### src/rtl/eab_pkg.sv
package eab_pkg;

  localparam int ATAN_ENTRIES = 24;
  localparam int TURN_UNITS = 23040;
  localparam int QUARTER_UNITS = 5760;
  localparam int XY_W = 33;  // CORDIC x/y, Q.30 with headroom
  localparam int Z_W = 31;   // angle accumulator, degrees * 2^22
  localparam int SC_W = 32;  // sine/cosine, Q.30
  localparam int SUM_W = 34;
  localparam int Q14_ONE = 16384;
  localparam logic signed [XY_W-1:0] CORDIC_GAIN_Q30 = 33'sd652032874;

  // atan(2^-i) in degrees * 2^22
  localparam logic signed [Z_W-1:0] ATAN_DEG22 [ATAN_ENTRIES] = '{
    31'sd188743680, 31'sd111421900, 31'sd58872272, 31'sd29884485,
    31'sd15000234, 31'sd7507429, 31'sd3754631, 31'sd1877430,
    31'sd938729, 31'sd469366, 31'sd234683, 31'sd117342,
    31'sd58671, 31'sd29335, 31'sd14668, 31'sd7334,
    31'sd3667, 31'sd1833, 31'sd917, 31'sd458,
    31'sd229, 31'sd115, 31'sd57, 31'sd29
  };

  typedef struct packed {
    logic signed [15:0] pitch;
    logic signed [15:0] yaw;
    logic signed [15:0] roll;
  } angles_t;

  typedef struct packed {
    logic signed [15:0] forward_x;
    logic signed [15:0] forward_y;
    logic signed [15:0] forward_z;
    logic signed [15:0] right_x;
    logic signed [15:0] right_y;
    logic signed [15:0] right_z;
    logic signed [15:0] up_x;
    logic signed [15:0] up_y;
    logic signed [15:0] up_z;
  } basis_t;

  // Q.30 product, round half up
  function automatic logic signed [SC_W-1:0] mul30(input logic signed [SC_W-1:0] a,
                                                   input logic signed [SC_W-1:0] b);
    logic signed [63:0] p;
    p = (64'(a) * 64'(b)) + 64'sd536870912;
    return p[61:30];
  endfunction

  // Q.30 to Q1.14, round and clamp to +-1.0
  function automatic logic signed [15:0] to_q14(input logic signed [SUM_W-1:0] v);
    logic signed [SUM_W-1:0] r;
    r = (v + SUM_W'(32768)) >>> 16;
    if (r > SUM_W'(Q14_ONE)) r = SUM_W'(Q14_ONE);
    if (r < -SUM_W'(Q14_ONE)) r = -SUM_W'(Q14_ONE);
    return r[15:0];
  endfunction

endpackage

### src/rtl/eab_cordic_stage.sv
module eab_cordic_stage #(
  parameter int IDX = 0
) (
  input  logic                               clk,
  input  logic signed [eab_pkg::XY_W-1:0]    x_in,
  input  logic signed [eab_pkg::XY_W-1:0]    y_in,
  input  logic signed [eab_pkg::Z_W-1:0]     z_in,
  input  logic [1:0]                         q_in,
  output logic signed [eab_pkg::XY_W-1:0]    x_out,
  output logic signed [eab_pkg::XY_W-1:0]    y_out,
  output logic signed [eab_pkg::Z_W-1:0]     z_out,
  output logic [1:0]                         q_out
);

  logic signed [eab_pkg::XY_W-1:0] xs, ys;

  assign xs = x_in >>> IDX;
  assign ys = y_in >>> IDX;

  always_ff @(posedge clk) begin
    if (!z_in[eab_pkg::Z_W-1]) begin
      x_out <= x_in - ys;
      y_out <= y_in + xs;
      z_out <= z_in - eab_pkg::ATAN_DEG22[IDX];
    end else begin
      x_out <= x_in + ys;
      y_out <= y_in - xs;
      z_out <= z_in + eab_pkg::ATAN_DEG22[IDX];
    end
    q_out <= q_in;
  end

endmodule

### src/rtl/eab_sincos.sv
module eab_sincos #(
  parameter int STAGES = 16
) (
  input  logic                            clk,
  input  logic signed [15:0]              angle,
  output logic signed [eab_pkg::SC_W-1:0] sin_q30,
  output logic signed [eab_pkg::SC_W-1:0] cos_q30
);

  logic signed [eab_pkg::XY_W-1:0] x [STAGES+1];
  logic signed [eab_pkg::XY_W-1:0] y [STAGES+1];
  logic signed [eab_pkg::Z_W-1:0]  z [STAGES+1];
  logic [1:0]                      q [STAGES+1];

  logic signed [17:0] a_ext, t, r;
  logic [1:0]         quad;
  logic [12:0]        frac;

  // fold into one turn, then into a quadrant and a remainder
  always_comb begin
    a_ext = 18'(angle);
    t = angle[15] ? a_ext + 18'sd46080 : a_ext;
    r = (t >= 18'sd23040) ? t - 18'sd23040 : t;
    if (r >= 18'sd17280) begin
      quad = 2'd3;
      frac = 13'(r - 18'sd17280);
    end else if (r >= 18'sd11520) begin
      quad = 2'd2;
      frac = 13'(r - 18'sd11520);
    end else if (r >= 18'sd5760) begin
      quad = 2'd1;
      frac = 13'(r - 18'sd5760);
    end else begin
      quad = 2'd0;
      frac = r[12:0];
    end
  end

  always_ff @(posedge clk) begin
    x[0] <= eab_pkg::CORDIC_GAIN_Q30;
    y[0] <= '0;
    z[0] <= {2'b00, frac, 16'b0};
    q[0] <= quad;
  end

  for (genvar i = 0; i < STAGES; i++) begin : g_stage
    eab_cordic_stage #(.IDX(i)) u_stage (
      .clk  (clk),
      .x_in (x[i]), .y_in (y[i]), .z_in (z[i]), .q_in (q[i]),
      .x_out(x[i+1]), .y_out(y[i+1]), .z_out(z[i+1]), .q_out(q[i+1])
    );
  end

  logic signed [eab_pkg::XY_W-1:0] xf, yf;
  assign xf = x[STAGES];
  assign yf = y[STAGES];

  always_ff @(posedge clk) begin
    unique case (q[STAGES])
      2'd0: begin
        sin_q30 <= yf[eab_pkg::SC_W-1:0];
        cos_q30 <= xf[eab_pkg::SC_W-1:0];
      end
      2'd1: begin
        sin_q30 <= xf[eab_pkg::SC_W-1:0];
        cos_q30 <= -yf[eab_pkg::SC_W-1:0];
      end
      2'd2: begin
        sin_q30 <= -yf[eab_pkg::SC_W-1:0];
        cos_q30 <= -xf[eab_pkg::SC_W-1:0];
      end
      default: begin
        sin_q30 <= -xf[eab_pkg::SC_W-1:0];
        cos_q30 <= yf[eab_pkg::SC_W-1:0];
      end
    endcase
  end

endmodule

### config.mk
export PLATFORM = sky130hd
export DESIGN_NAME = eab_sincos
export DESIGN_NICKNAME = d
export VERILOG_FILES = /design/src/rtl/eab_pkg.sv /design/src/rtl/eab_cordic_stage.sv /design/src/rtl/eab_sincos.sv
export SDC_FILE = /design/constraint.sdc
export NUM_CORES = 2
export LEC_CHECK = 0
export BUFFER_PORTS_ARGS = -buffer_cell sky130_fd_sc_hd__buf_2
export CORE_ASPECT_RATIO = 1.5
export CORE_MARGIN = 1
export CORE_UTILIZATION = 50
export DETAILED_ROUTE_END_ITERATION = 8
export GPL_ROUTABILITY_DRIVEN = 1
export GPL_TIMING_DRIVEN = 0
export PLACE_DENSITY = 0.63
export SLEW_MARGIN = 10
export SYNTH_ARGS = -nofsm -noshare
export SYNTH_HDL_FRONTEND = slang
export SYNTH_SLANG_ARGS = --single-unit
export TNS_END_PERCENT = 50
### constraint.sdc
create_clock -name clk -period 8.05 [get_ports clk]
set_input_delay 1.61 -clock clk [delete_from_list [all_inputs] [get_ports clk]]
set_output_delay 1.61 -clock clk [all_outputs]
set_load 0.03 [all_outputs]
### Yosys cells after proc, flatten, opt, wreduce, memory -nomap -nowiden

Index checks and enable logic that the tools add are counted.

* word-level logic and storage cells: 219
* register bits: 1558
* output and inout port bits: 64
* input port bits: 17

* reduce and logical (&&, ||, !) cells: 2
* mux-type cells: 53
* equal/unequal tests: 2
* magnitude comparators: 4
* $add $sub $neg: 92

Operators with widths (count)
* 2-to-1 mux 33 bit: 26
* 2-to-1 mux 31 bit: 14
* case mux 32 bit (3 select lines): 2
* adder 33 x 19 -> 33 bit: 2
* adder 33 x 20 -> 33 bit: 2
* adder 33 x 21 -> 33 bit: 2
* adder 33 x 22 -> 33 bit: 2
* adder 33 x 23 -> 33 bit: 2
* adder 33 x 24 -> 33 bit: 2
* adder 33 x 25 -> 33 bit: 2
* adder 33 x 26 -> 33 bit: 2
* adder 33 x 27 -> 33 bit: 2
* adder 33 x 28 -> 33 bit: 2
* adder 33 x 29 -> 33 bit: 2
* adder 33 x 30 -> 33 bit: 2
* subtractor 33 x 19 -> 33 bit: 2
* subtractor 33 x 20 -> 33 bit: 2
* subtractor 33 x 21 -> 33 bit: 2
* subtractor 33 x 22 -> 33 bit: 2
* subtractor 33 x 23 -> 33 bit: 2
* subtractor 33 x 24 -> 33 bit: 2
* subtractor 33 x 25 -> 33 bit: 2
* subtractor 33 x 26 -> 33 bit: 2
* subtractor 33 x 27 -> 33 bit: 2
* other kinds (53): 69

### Longest topological paths before layout

* word-level depth: 8
* gate-level depth with buffers: 21
* gate-level depth less buffers: 21

### Cells and area by module

From an unflattened synthesis, not the netlist that was laid out.

* cells, all modules: 16103
* area, all modules: 132477.1 sq um

Modules (own cells, without submodules)
* eab_cordic_stage (g_stage[3].u_stage): cells each 1055, times used 1, area an instance 8424.3 sq um
* eab_cordic_stage (g_stage[4].u_stage): cells each 1014, times used 1, area an instance 8328.0 sq um
* eab_cordic_stage (g_stage[7].u_stage): cells each 1013, times used 1, area an instance 8182.8 sq um
* eab_cordic_stage (g_stage[5].u_stage): cells each 982, times used 1, area an instance 8060.2 sq um
* eab_cordic_stage (g_stage[12].u_stage): cells each 956, times used 1, area an instance 8052.7 sq um
* eab_cordic_stage (g_stage[11].u_stage): cells each 971, times used 1, area an instance 8041.5 sq um
* eab_cordic_stage (g_stage[9].u_stage): cells each 976, times used 1, area an instance 8026.4 sq um
* eab_cordic_stage (g_stage[0].u_stage): cells each 1002, times used 1, area an instance 8003.9 sq um
* eab_cordic_stage (g_stage[2].u_stage): cells each 964, times used 1, area an instance 7992.7 sq um
* eab_cordic_stage (g_stage[8].u_stage): cells each 968, times used 1, area an instance 7977.7 sq um
* eab_cordic_stage (g_stage[1].u_stage): cells each 968, times used 1, area an instance 7961.4 sq um
* eab_cordic_stage (g_stage[6].u_stage): cells each 947, times used 1, area an instance 7882.6 sq um
* eab_cordic_stage (g_stage[10].u_stage): cells each 929, times used 1, area an instance 7696.1 sq um
* eab_cordic_stage (g_stage[14].u_stage): cells each 919, times used 1, area an instance 7611.0 sq um
* +3 rows

### Worst setup path after synthesis

No wires, ideal clock.

* path kind: input to register
* start point: input port angle[10]
* end point: register z[524] (netlist bit)
* required time: 7.915 ns
* cell stages on the path: 12
* buffers on the path: 0
* arrival: 4.326 ns
* setup slack: 3.589 ns
* cell sequence: ha_1 > mux2i_2 > a21oi_2 > a2111oi_0 > a311oi_2 > ha_1 > a21o_1 > a2111oi_0 > nor2_1 > nand2b_1 > o21ai_0 > xnor2_1

* cells in the longest elaborated chain, start to end: 8
* elaborated cells on any way between the ends: 14
* those cells by class: add/sub (5); order compare (4); mux (5)

RTL lines
* start: declaration: line eab_sincos.sv:5 `input logic signed [15:0] angle,`
* adder 16 x 17 -> 18 bit: line eab_sincos.sv:22 `t = angle[15] ? a_ext + 18'sd46080 : a_ext;`
* 2-to-1 mux 18 bit *: line eab_sincos.sv:22
* subtractor 18 x 16 -> 18 bit / greater-or-equal comparator 18 x 16 -> 1 bit (equally long branches): line eab_sincos.sv:23 `r = (t >= 18'sd23040) ? t - 18'sd23040 : t;`
* 2-to-1 mux 18 bit *: line eab_sincos.sv:23
* greater-or-equal comparator 18 x 14 -> 1 bit / subtractor 13 bit (equally long branches): line eab_sincos.sv:30, eab_sincos.sv:32
* 2-to-1 mux 13 bit: line eab_sincos.sv:30 `end else if (r >= 18'sd5760) begin`
* 2-to-1 mux 13 bit: line eab_sincos.sv:27 `end else if (r >= 18'sd11520) begin`
* 2-to-1 mux 13 bit *: line eab_sincos.sv:24 `if (r >= 18'sd17280) begin`
* via frac[12]: line eab_sincos.sv:17 `logic [12:0] frac;`
* end: declaration: line eab_sincos.sv:12 `logic signed [eab_pkg::Z_W-1:0] z [STAGES+1];`

The timed path passes the listed nets; every way through them passes the cells marked *.
A chain may end at the register's enable or synchronous reset.

### Worst setup path in the final report

* start point: register, netlist name g_stage[3].u_stage.z_out[30]
* end point: register, netlist name g_stage[4].u_stage.y_out[32]

* cells in the longest elaborated chain, start to end: 1

RTL lines
* 2-to-1 mux 33 bit: line eab_cordic_stage.sv:21 `if (!z_in[eab_pkg::Z_W-1]) begin`

Every way passes these cells.

==> run summary <==
The flow ran to the end, and the final reports show no timing, DRC or antenna violations. The total negative slack is 0 ps. Based on the critical path, the design can be clocked at up to 0.140 GHz.

The class of the most critical hold timing path is reg2reg. The I/O pin total came out at 81. The routed wire length on met2 is 164 mm.

The hold buffer count at cts is 0. Yosys mapped a number of flops with a built-in enable equal to 0. The total count of hold-check failures in the final report is 0. For this run, the detailed router's first-pass iteration total came to 6.

The die is roughly 370 um wide. The synthesized netlist net count came out at ~13000. The mapped cell area came out at around 100000 um2. The number of nets with antenna violations after detailed routing is 0. From synthesis to final layout, the design area changed by 8.82%. For this run, the total global-route usage over all layers was measured as 0.292. The total routed wirelength is 307 mm.

The worst pin sits at a relative slew slack of 0.127. The highest layer touched by signal routing is met4. The initial utilization of the core area, before any placement, comes to 0.504. The count of vias placed by the detailed router came out at between 80000 and 90000.

The total congestion overflow is 0. The share of cells above drive strength 1 is 0.0401. The routed length on met1 is about 110 mm. The max-slew violation count is 0. The clock sink count came out at between 1000 and 1500. The nature of the critical path startpoint is a flop. TritonCTS built the clock tree. The tree is rooted in a sky130_fd_sc_hd__clkbuf_16.

The synthesized netlist contains 96 unique library cells. The number of DRC violations after detailed-routing iteration 0 came out at 4838. The placement row count came out at between 200 and 250.

The register clock-pin slew on the reported worst setup and hold paths is about 80 ps. The per-cell via count in the routed design came out at roughly 6. The slew at the pin closest to its max-slew limit came out at 1310 ps. The global placer's final weighted congestion came out at between 0.9 and 1. The wire length per cell is 20.3 um. The area of the core is just over 200000 um2. The mean instance size in the synthesized netlist came out at approximately 8.4 um2. Post-CTS timing repair inserted 0 buffers for setup. The largest net degree at the start of global routing is 33. The number of failing setup endpoints in the final timing report came out at 0. The worst clock skew is 45.5 ps. The number of max-cap violations is 0. The arrival time of data at the critical path endpoint is around 7900 ps.

Synthesis inferred around 1400 register bits. The number of global-route vias before repair came to 88600. The wire-length estimate of the detail-placed layout is around 260 mm. The number of antenna violations at the first check in global routing was 4. The number of levels in the clock H-tree is 4. STA puts the critical path data required time at a little under 9000 ps. The number of gates resized after CTS is 0.

From bottom edge to top edge, the die measures 555 um. The detailed route wirelength on metal3 came out at between 9 and 10 mm. The die outline area came out at about 210000 um2.

The kind of critical path is reg2reg. The clock latency on the worst-skew pair came out at around 830 ps. Setup repair after global routing left no endpoint under its margin. The proportion of synthesized flip-flops having asynchronous set or reset is 0. The quantity of I/O buffers inserted on ports is 78. In the finished design, the share of the clock period the worst path needs comes to 0.886. The number of buffers created by CTS is between 150 and 200. In the routed design, unresolved DRC markers number 0. STA classifies the critical path endpoint as a flop. The post-synthesis cell count came out at roughly 12000.

The longest clock path from root to sink contains 4 buffers. The largest fanout of any net on the critical path is 26. The wire length of the first global-routing pass came out at about 480 mm. The minimum clock period after layout came out at 7130 ps. The most frequently used flop master after synthesis is sky130_fd_sc_hd__dfxtp_1. The Yosys warning count is 0. The register area share after synthesis is 0.277. The net count of the finished layout is between 10000 and 15000.
==> cell type report <==
type                       count  area, um2
buffer                       186        713
tap                         2652       3320
clock inverter                77        956
fill                       19000      91400
timing repair buffer          78        390
antenna                        4       10.0
clock buffer                 195       4300
multi-input combinational  10100      71100
inverter                     479       1800
sequential                  1410      28200
==> flip-flops by register name, indices dropped and copies added (netlist names) <==
signal	cells
g_stage.u_stage.z_out	385
cos_q30	32
g_stage.u_stage.x_out	458
g_stage.u_stage.y_out	456
z	13
q	2
sin_q30	32
g_stage.u_stage.q_out	32
==> cells by family after synthesis <==
| kind of cell | Yosys count | share of synthesized area |
|---|---|---|
| flops | 1410 | 0.277 |
| compound gates | 3603 | 0.223 |
| buf+inv | 665 | 0.0247 |
| mux | 95 | 0.0102 |
| simple gates | 3402 | 0.160 |
| xor+xnor | 1669 | 0.144 |
| fa+ha+maj | 1288 | 0.161 |
==> worst paths after layout <==
kind                                 from                           end  slack (ps)  depth (start not counted)
min reg2reg   g_stage[3].u_stage.q_out[0]   g_stage[4].u_stage.q_out[0]         320                          0
max          g_stage[3].u_stage.z_out[30]  g_stage[4].u_stage.y_out[32]         920                         15
min           g_stage[3].u_stage.q_out[0]   g_stage[4].u_stage.q_out[0]         320                          0
max reg2reg  g_stage[3].u_stage.z_out[30]  g_stage[4].u_stage.y_out[32]         920                         15
==> worst max-delay path, cell delays in order (launching register included) <==
cell and delay, ps:
sky130_fd_sc_hd__dfxtp_1 790, sky130_fd_sc_hd__clkbuf_1 710, sky130_fd_sc_hd__clkinv_1 1170, sky130_fd_sc_hd__o21ai_0 410, sky130_fd_sc_hd__xor2_1 310, sky130_fd_sc_hd__ha_1 340, sky130_fd_sc_hd__nand3_1 90, sky130_fd_sc_hd__nor2_1 50
sky130_fd_sc_hd__o31ai_1 430, sky130_fd_sc_hd__a311oi_1 220, sky130_fd_sc_hd__o21ai_0 720, sky130_fd_sc_hd__a31oi_1 260, sky130_fd_sc_hd__o41ai_1 950, sky130_fd_sc_hd__o21ai_0 240, sky130_fd_sc_hd__a21oi_1 220, sky130_fd_sc_hd__xnor2_1 130
==> layout by cell type (no fill, tap or decap), types with 43 or more instances in the layout <==
cell type	instances
sky130_fd_sc_hd__dfxtp_1	1410
sky130_fd_sc_hd__a21oi_1	1264
sky130_fd_sc_hd__ha_1	1248
sky130_fd_sc_hd__nor2_1	1215
sky130_fd_sc_hd__xnor2_1	1100
sky130_fd_sc_hd__o21ai_0	633
sky130_fd_sc_hd__nand2_1	604
sky130_fd_sc_hd__xor2_1	569
sky130_fd_sc_hd__a21o_1	528
sky130_fd_sc_hd__inv_1	475
sky130_fd_sc_hd__nor3_1	380
sky130_fd_sc_hd__nand3_1	228
sky130_fd_sc_hd__nand2b_1	212
sky130_fd_sc_hd__o21a_1	201
sky130_fd_sc_hd__clkbuf_1	163
sky130_fd_sc_hd__clkbuf_16	159
sky130_fd_sc_hd__a211oi_1	150
sky130_fd_sc_hd__a31oi_1	142
sky130_fd_sc_hd__nor2b_1	139
sky130_fd_sc_hd__o21bai_1	116
sky130_fd_sc_hd__nor4_1	105
sky130_fd_sc_hd__and3_1	81
sky130_fd_sc_hd__buf_2	80
sky130_fd_sc_hd__or3_1	79
sky130_fd_sc_hd__and2_1	74
sky130_fd_sc_hd__or2_2	65
sky130_fd_sc_hd__o41ai_1	57
sky130_fd_sc_hd__o31ai_1	57
sky130_fd_sc_hd__nand4_1	55
sky130_fd_sc_hd__mux2_2	48
sky130_fd_sc_hd__or4_1	47
sky130_fd_sc_hd__nor3b_1	45
sky130_fd_sc_hd__mux2i_1	44
sky130_fd_sc_hd__o211ai_1	43
==> stage by stage <==
stage               hold WS, ps  instances  setup WS, ps  cell area, um2   util
floorplan                   310      12100          3590          102000      -
detailed placement          312      14900           785          106000  0.522
global placement            310      14900           774          106000  0.522
finish                      321      15100           917          111000  0.548
global route                332      15100           568          111000  0.548
CTS                         325      15100           754          111000  0.548
==> metal layers <==
metal	vias to the layer above	global-route usage
met2	1911	0.568
met3	815	0.0280
li1	44200	-
met4	0	0.188
met1	41500	0.290
met5	-	0
==> cells in the mapped netlist, types with 74 or more instances <==
| cell | number | share of area |
|---|---|---|
| sky130_fd_sc_hd__ha_1 | 1248 | 0.15 |
| sky130_fd_sc_hd__xor2_1 | 569 | 0.049 |
| sky130_fd_sc_hd__dfxtp_1 | 1410 | 0.28 |
| sky130_fd_sc_hd__clkbuf_1 | 147 | 0.0054 |
| sky130_fd_sc_hd__nor4_1 | 105 | 0.0065 |
| sky130_fd_sc_hd__o21ai_0 | 633 | 0.031 |
| sky130_fd_sc_hd__a31oi_1 | 142 | 0.0087 |
| sky130_fd_sc_hd__nand3_1 | 228 | 0.011 |
| sky130_fd_sc_hd__nand2b_1 | 212 | 0.013 |
| sky130_fd_sc_hd__a21oi_1 | 1264 | 0.062 |
| sky130_fd_sc_hd__o21bai_1 | 116 | 0.0086 |
| sky130_fd_sc_hd__nor2b_1 | 139 | 0.0085 |
| sky130_fd_sc_hd__and2_1 | 74 | 0.0045 |
| sky130_fd_sc_hd__a21o_1 | 528 | 0.039 |
| sky130_fd_sc_hd__nand2_1 | 604 | 0.022 |
| sky130_fd_sc_hd__o21a_1 | 201 | 0.015 |
| sky130_fd_sc_hd__nor3_1 | 380 | 0.019 |
| sky130_fd_sc_hd__or3_1 | 79 | 0.0049 |
| sky130_fd_sc_hd__a211oi_1 | 150 | 0.011 |
| sky130_fd_sc_hd__nor2_1 | 1215 | 0.045 |
| sky130_fd_sc_hd__xnor2_1 | 1100 | 0.095 |
| sky130_fd_sc_hd__and3_1 | 81 | 0.0050 |
| sky130_fd_sc_hd__inv_1 | 476 | 0.018 |
Power is not shown: default switching activity piles up to over one toggle a cycle in this logic, so the estimate is an artifact.
